===== src/rtl/two_level_page_table_engine_top_defines.svh =====
// Assertion macros for the two-level page table engine.
`ifndef TWO_LEVEL_PAGE_TABLE_ENGINE_TOP_DEFINES_SVH
`define TWO_LEVEL_PAGE_TABLE_ENGINE_TOP_DEFINES_SVH

// same-cycle implication
`define TLPT_ASSERT_NOW(lbl, ante, cons, msg) \
    lbl: assert property (@(posedge clk) disable iff (!rst_n) (ante) |-> (cons)) \
        else $error(msg);

// next-cycle implication
`define TLPT_ASSERT_NEXT(lbl, ante, cons, msg) \
    lbl: assert property (@(posedge clk) disable iff (!rst_n) (ante) |=> (cons)) \
        else $error(msg);

`endif


===== src/rtl/tlpt_pkg.sv =====
// Shared types and constants of the two-level page table engine.
package tlpt_pkg;

    localparam int IDX_W          = 10;
    localparam int FRAME_W        = 20;
    localparam int DESC_W         = 23;
    localparam int SECOND_ENTRIES = 1024;
    localparam int IN_DATA_W      = 48;
    localparam int OUT_DATA_W     = 24;
    localparam int Q_DEPTH        = 4;
    localparam int Q_AW           = 2;

    // operation codes
    localparam logic [1:0] OP_MAP    = 2'd0;
    localparam logic [1:0] OP_UNMAP  = 2'd1;
    localparam logic [1:0] OP_LOOKUP = 2'd2;

    // result status codes
    localparam logic [1:0] ST_OK     = 2'd0;
    localparam logic [1:0] ST_NOMEM  = 2'd1;
    localparam logic [1:0] ST_EXISTS = 2'd2;
    localparam logic [1:0] ST_ABSENT = 2'd3;

    // cache policies
    localparam logic [1:0] CP_NORMAL      = 2'd0;
    localparam logic [1:0] CP_FRAMEBUFFER = 2'd1;
    localparam logic [1:0] CP_MEM_NOCACHE = 2'd2;
    localparam logic [1:0] CP_IO_NOCACHE  = 2'd3;

    // descriptor layout
    localparam int DESC_VALID_BIT = 0;
    localparam int DESC_WP_BIT    = 1;
    localparam int DESC_CI_BIT    = 2;
    localparam int DESC_FRAME_LSB = 3;

    typedef struct packed {
        logic [1:0]         op;
        logic [IDX_W-1:0]   top_idx;
        logic [IDX_W-1:0]   sec_idx;
        logic [FRAME_W-1:0] frame;
        logic               wp;
        logic               ci;
        logic               rel;
    } cmd_t;

    typedef struct packed {
        logic full;
        logic empty;
    } q_stat_t;

    typedef struct packed {
        logic [1:0]         status;
        logic [FRAME_W-1:0] frame;
        logic               isw;
        logic               isu;
        logic               tlb;
        logic               rel;
    } res_t;

endpackage


===== src/rtl/tlpt_queue.sv =====
// Short command queue between the front end and the table walker.
module tlpt_queue (
    input  logic              clk,
    input  logic              rst_n,
    input  logic              push,
    input  tlpt_pkg::cmd_t    push_cmd,
    input  logic              pop,
    output tlpt_pkg::cmd_t    head_cmd,
    output tlpt_pkg::q_stat_t q_stat
);
    import tlpt_pkg::*;

    cmd_t            slot_reg [Q_DEPTH];
    logic [Q_AW-1:0] wr_ptr_reg, wr_ptr_next;
    logic [Q_AW-1:0] rd_ptr_reg, rd_ptr_next;
    logic [Q_AW:0]   count_reg, count_next;

    assign head_cmd     = slot_reg[rd_ptr_reg];
    assign q_stat.full  = (count_reg == (Q_AW+1)'(Q_DEPTH));
    assign q_stat.empty = (count_reg == '0);

    always_comb
    begin
        wr_ptr_next = wr_ptr_reg;
        rd_ptr_next = rd_ptr_reg;
        count_next  = count_reg;
        if (push)
        begin
            wr_ptr_next = wr_ptr_reg + 1'b1;
        end
        if (pop)
        begin
            rd_ptr_next = rd_ptr_reg + 1'b1;
        end
        if (push && !pop)
        begin
            count_next = count_reg + 1'b1;
        end
        else if (pop && !push)
        begin
            count_next = count_reg - 1'b1;
        end
    end

    always_ff @(posedge clk or negedge rst_n)
    begin
        if (!rst_n)
        begin
            wr_ptr_reg <= '0;
            rd_ptr_reg <= '0;
            count_reg  <= '0;
        end
        else
        begin
            wr_ptr_reg <= wr_ptr_next;
            rd_ptr_reg <= rd_ptr_next;
            count_reg  <= count_next;
        end
    end

    always_ff @(posedge clk)
    begin
        if (push)
        begin
            slot_reg[wr_ptr_reg] <= push_cmd;
        end
    end

endmodule


===== config.mk =====
export PLATFORM = sky130hd
export DESIGN_NAME = tlpt_queue
export DESIGN_NICKNAME = d
export VERILOG_FILES = /design/src/rtl/two_level_page_table_engine_top_defines.svh /design/src/rtl/tlpt_pkg.sv /design/src/rtl/tlpt_queue.sv
export SDC_FILE = /design/constraint.sdc
export NUM_CORES = 1
export LEC_CHECK = 0
export BUFFER_PORTS_ARGS = -buffer_cell sky130_fd_sc_hd__buf_4
export CORE_MARGIN = 2
export CORE_UTILIZATION = 50
export CTS_CLUSTER_DIAMETER = 200
export CTS_CLUSTER_SIZE = 40
export DETAILED_ROUTE_END_ITERATION = 16
export HOLD_SLACK_MARGIN = 0.1
export PLACE_DENSITY = 0.69
export SLEW_MARGIN = 20
export SYNTH_ARGS = -nofsm -noshare
export SYNTH_HDL_FRONTEND = slang
export SYNTH_SLANG_ARGS = --single-unit

===== constraint.sdc =====
create_clock -name clk -period 2.9 [get_ports clk]
set_input_delay 0.29 -clock clk [delete_from_list [all_inputs] [get_ports clk]]
set_output_delay 0.29 -clock clk [all_outputs]
set_load 0.01 [all_outputs]

# Word level (Yosys, flattened, before mapping)

Memories as Yosys holds them, arrays and structs flattened.
Cells that the tools add are included.

Add/sub/neg operators: 4
Equal/unequal tests: 1
Muxes and demuxes: 4
Reduce and logical (&&, ||, !) cells: 6

Operators by type and width:

| kind                                                               | count |
|---|---|
| 3-bit two-way mux                                                  | 2 |
| 2-bit by 1-bit adder with 2-bit output, second input constant      | 2 |
| 3-bit by 1-bit adder with 3-bit output, second input constant      | 1 |
| 3-bit equality test, second input constant                         | 1 |
| 3-bit zero test                                                    | 1 |
| 3-bit by 1-bit subtractor with 3-bit output, second input constant | 1 |
| 1-bit logical AND                                                  | 2 |
| 1-bit zero test                                                    | 2 |
| 1-bit two-way mux                                                  | 2 |
| 2-bit nonzero test                                                 | 1 |

Register bits: 7
Bits in writable memories: 180
Input port bits: 49
Output and inout port bits: 47
Logic and storage cells: 19
Memories kept: 1

Memory list:

| memory   | depth | bits a word | read ports | clocked after memory_dff | wr ports | line             | source |
|---|---|---|---|---|---|---|---|
| slot_reg | 4     | 45          | 1          | 0                        | 1        | tlpt_queue.sv:13 | `cmd_t slot_reg [Q_DEPTH];` |

# Logic depth before layout (Yosys ltp)

Depth after elaboration: 4
Gate-level depth with buffers: 7
Gate-level depth less buffers: 7

# Worst setup path after synthesis

No wires, ideal clock.

Kind: register to register
Start point: register wr_ptr_reg[0]
End point: memory slot_reg[2][0] (netlist bit), enable pin
Library setup time: 407 ps
Arrival: 1696 ps
Data required time: 2493 ps
Slack: 798 ps
Cell stages (with the launch flop): 4
Path buffers: 0
Period minus slack after synthesis: 2102 ps
Cells stage by stage: dfrtp_1 -> inv_1 -> ha_1 -> and2_1

RTL lines:

| element                | line             | source |
|---|---|---|
| start, declared        | tlpt_queue.sv:14 | `logic [Q_AW-1:0] wr_ptr_reg, wr_ptr_next;` |
| start signal, assigned | tlpt_queue.sv:55 | `wr_ptr_reg <= wr_ptr_next;` |
| end, declared          | tlpt_queue.sv:13 |  |

Straight into the memory's write port.

==> insert_results.sql <==
INSERT INTO impl_metrics (metric_group, metric, value, unit) VALUES
('run_status', 'outcome', 'finished clean', ''),
('place', 'numPortBuffers', '95', ''),
('place', 'dpl.hpwl', '6.96', 'mm'),
('power_and_ir_drop', 'post-layout-total-power', '8.62', 'mW'),
('global_route', 'first_global_vias', '3499', ''),
('finish', 'largest_register_ffs', '180', ''),
('timing', 'tns', '0', 'ns'),
('power_and_ir_drop', 'static-leakage-power', '3.12', 'nW'),
('critical_path', 'path_max_fanout', '34', ''),
('global_route', 'grt_start_max_net_pins', '35', ''),
('global_route', 'antenna_found_initial', '0', ''),
('yosys', 'synth_area_leaders', 'sky130_fd_sc_hd__edfxtp_1 78%, sky130_fd_sc_hd__mux4_2 15%, sky130_fd_sc_hd__dfrtp_1 2.5%, sky130_fd_sc_hd__ha_1 0.91%, sky130_fd_sc_hd__buf_12 0.58%', ''),
('yosys', 'synth.cell_area', '6910', 'um2'),
('yosys', 'synthDistinctLibCells', '20', ''),
('timing', 'final_min_period_over_clock_period', '82.9', '%'),
('finish', 'sequential_cell_area', '5590', 'um2'),
('floorplanning', 'fp.dieArea', '14800', 'um2'),
('route', 'finalWirelength', '11.8', 'mm'),
('yosys', 'yosys_warns', '0', ''),
('timing', 'finalMaxSlewViolations', '0', ''),
('route', 'first_pass_iters', '6', ''),
('route', 'wire_per_inst', '19.1', 'um'),
('timing', 'timing.hold.ws', '0.223', 'ns'),
('floorplanning', 'fp.coreArea', '13300', 'um2'),
('yosys', 'synth_top_area_cell', 'sky130_fd_sc_hd__edfxtp_1', ''),
('finish', 'multi_input_comb_area', '1220', 'um2'),
('clocking', 'insertion_delay', '0.42', 'ns'),
('clocking', 'cts_num_sinks', '187', ''),
('floorplanning', 'die_height', '122', 'um'),
('clocking', 'cts_tree', 'built', ''),
('timing', 'max-slew-margin-rel', '63.5', '%'),
('yosys', 'synth_area_per_cell', '25.7', 'um2'),
('route', 'detailedRoute.firstIterationViolations', '182', ''),
('timing', 'timing.fmax', '416', 'MHz'),
('route', 'detailed_routed_wire_length_on_met2', '6.18', 'mm'),
('yosys', 'ys_seq_area_share', '80.8', '%'),
('timing', 'worst_pin_slew', '0.548', 'ns'),
('yosys', 'synth_top_area_share', '78.2', '%'),
('critical_path', 'reg2reg_slack', '1.15', 'ns'),
('power_and_ir_drop', 'worst_ir_drop_vdd', '514', 'uV'),
('clocking', 'numCtsBuffers', '17', ''),
('finish', 'fill_cell_instance_count_of_the_final_layout', '883', ''),
('clocking', 'postCtsSetupRepairBufs', '0', ''),
('floorplanning', 'design.portCount', '96', ''),
('clocking', 'clk_pin_slew_worst_paths', '0.06', 'ns'),
('route', 'met3_length', '529', 'um'),
('route', 'avgViaCountPerCell', '5.27', ''),
('finish', 'synthToLayoutAreaGrowth', '29.4', '%'),
('timing', 'finalClockSkew', '0.00505', 'ns'),
('timing', 'report.final.hold_viol_count', '0', ''),
('clocking', 'number_of_levels_in_the_clock_h_tree', '4', ''),
('yosys', 'synthesis.nets', '324', ''),
('clocking', 'clock-root-buffer', 'sky130_fd_sc_hd__clkbuf_16', ''),
('route', 'drcViolationCount', '0', ''),
('critical_path', 'worstPathRequired', '2.61', 'ns'),
('job', 'cap_violations', '0', ''),
('place', 'gp_routability_congestion', '0.714', ''),
('route', 'vias', '3245', ''),
('route', 'ant_nets', '0', ''),
('floorplanning', 'fp.dieW', '122', 'um'),
('clocking', 'cts-root-to-sink-buffers', '2', ''),
('critical_path', 'worst_setup_path_start_kind', 'register', ''),
('floorplanning', 'initial_utilization', '51.8', '%'),
('floorplanning', 'num_rows', '42', ''),
('yosys', 'synth_register_bits', '187', ''),
('finish', 'layout.nets', '482', ''),
('finish', 'layout_cell_share_with_drive_strength_beyond_1', '40.7', '%'),
('finish', 'number_of_antenna_repair_diodes', '0', ''),
('route', 'route.top_layer_used', 'met4', ''),
('timing', 'finalSetupViolCount', '0', ''),
('critical_path', 'critPathKind', 'reg2out', ''),
('global_route', 'residual_overflow_from_global_routing', '0', ''),
('power_and_ir_drop', 'power.density_cell_area', '965', 'nW/um2'),
('timing', 'grt_setup_unrepaired', 'no', ''),
('global_route', 'first_pass_grt_wire_length', '18.4', 'mm'),
('global_route', 'grt_util_all_layers', '17.5', '%'),
('min_path', 'holdCritPathClass', 'in2async', ''),
('yosys', 'post_synthesis_cells', '269', ''),
('critical_path', 'cp-end-kind', 'output pin', ''),
('critical_path', 'worst-endpoint-arrival', '2.11', 'ns'),
('route', 'm1WireLength', '4.91', 'mm'),
('timing', 'fin_crit', '2.40', 'ns');
==> area by class of cell <==
cell class	count	share of cell area, %
repair buffers	149	14.7
well taps	176	2.46
clock inverters	12	1.64
clock buffers	20	4.89
flip-flops and latches	187	62.5
inverters	4	0.168
multi-input cells	68	13.6
==> layout by cell type, fill, tap and decap left out, types with 2 or more instances in the layout <==
master                          instances
sky130_fd_sc_hd__and2_2                 4
sky130_fd_sc_hd__buf_12                 6
sky130_fd_sc_hd__buf_4                 95
sky130_fd_sc_hd__bufinv_16              3
sky130_fd_sc_hd__clkbuf_1               3
sky130_fd_sc_hd__clkbuf_16             17
sky130_fd_sc_hd__clkinv_1               3
sky130_fd_sc_hd__clkinvlp_4             3
sky130_fd_sc_hd__dfrtp_1                5
sky130_fd_sc_hd__dlygate4sd3_1         48
sky130_fd_sc_hd__edfxtp_1             180
sky130_fd_sc_hd__ha_1                   5
sky130_fd_sc_hd__inv_1                  4
sky130_fd_sc_hd__inv_6                  2
sky130_fd_sc_hd__mux4_2                45
sky130_fd_sc_hd__nand2_1                2
sky130_fd_sc_hd__xnor2_1                2
sky130_fd_sc_hd__xor2_1                 4
==> critical path, cell delays in order, from the launching register on <==
cell and delay, ns:
sky130_fd_sc_hd__dfrtp_4 0.61, sky130_fd_sc_hd__buf_12 0.32, sky130_fd_sc_hd__mux4_2 0.58, sky130_fd_sc_hd__buf_4 0.17
==> power by group <==
part	leakage (nW)	total, mW	switching [mW]	internal [mW]
clock network	0.274	2.27	0.920	1.35
logic	1.11	2.56	1.16	1.40
registers	1.73	3.79	0.249	3.54
total	3.12	8.62	2.33	6.29
==> worst paths after layout <==
check	cells after the start	start	to
setup reg to reg	4	wr_ptr_reg[1]$_DFFE_PN0P_	slot_reg[1][26]$_DFFE_PP_
max in group asynchronous	2	rst_n	rd_ptr_reg[0]$_DFFE_PN0P_
setup / recovery	3	rd_ptr_reg[0]$_DFFE_PN0P_	head_cmd[42]
hold / removal	2	rst_n	count_reg[2]$_DFFE_PN0P_
hold reg to reg	1	count_reg[2]$_DFFE_PN0P_	count_reg[2]$_DFFE_PN0P_
min in group clk	1	count_reg[2]$_DFFE_PN0P_	count_reg[2]$_DFFE_PN0P_
==> per-layer routing <==
metal / global-route usage (%) / vias up
li1: - / 1450
met1: 21.6 / 1705
met2: 29.2 / 80
met3: 5.52 / 10
met4: 6.47 / 0
met5: 0 / -
==> cell families after synthesis <==
logic type | count (synthesis) | synth area share (%)
and+or+nand+nor | 9 | 0.706
buffers and inverters | 14 | 1.65
AOI/OAI and AO/OA | 1 | 0.0724
muxes | 46 | 14.8
adders and majority gates | 6 | 1.20
xor gates and xnor gates | 6 | 0.761
DFF | 187 | 80.8
==> what timing repair did <==
action | in CTS | in global routing
endpoints found under the setup margin | 0 | 0
hold endpoints to repair | 189 | 0
hold buffers | 48 | 0
gates resized for setup | 0 | 0
==> through the flow <==
step           instance area (um2)  std cells  util (%)  setup WS [ns]
2_1_floorplan                 6910        269         -          0.798
3_3_place_gp                  7870        536      59.0          0.907
3_5_place_dp                  7870        536      59.0          0.893
4_1_cts                       8940        616      66.9          0.428
5_1_grt                       8940        616      66.9          0.357
6_report                      8940        616      66.9          0.495
==> synth_stat cells <==
cell and number:
sky130_fd_sc_hd__mux2_2 1, sky130_fd_sc_hd__xor2_1 4, sky130_fd_sc_hd__buf_12 2, sky130_fd_sc_hd__buf_2 5, sky130_fd_sc_hd__xnor2_1 2, sky130_fd_sc_hd__o21ai_0 1, sky130_fd_sc_hd__fa_1 1, sky130_fd_sc_hd__nand2_1 2
sky130_fd_sc_hd__buf_6 1, sky130_fd_sc_hd__buf_8 1, sky130_fd_sc_hd__inv_1 4, sky130_fd_sc_hd__dfrtp_1 7, sky130_fd_sc_hd__buf_4 1, sky130_fd_sc_hd__mux4_2 45, sky130_fd_sc_hd__nor2_1 1, sky130_fd_sc_hd__and2_1 4
sky130_fd_sc_hd__edfxtp_1 180, sky130_fd_sc_hd__nor3b_1 1, sky130_fd_sc_hd__ha_1 5, sky130_fd_sc_hd__nor3_1 1
Note: power is estimated with default switching activity, not from simulation.
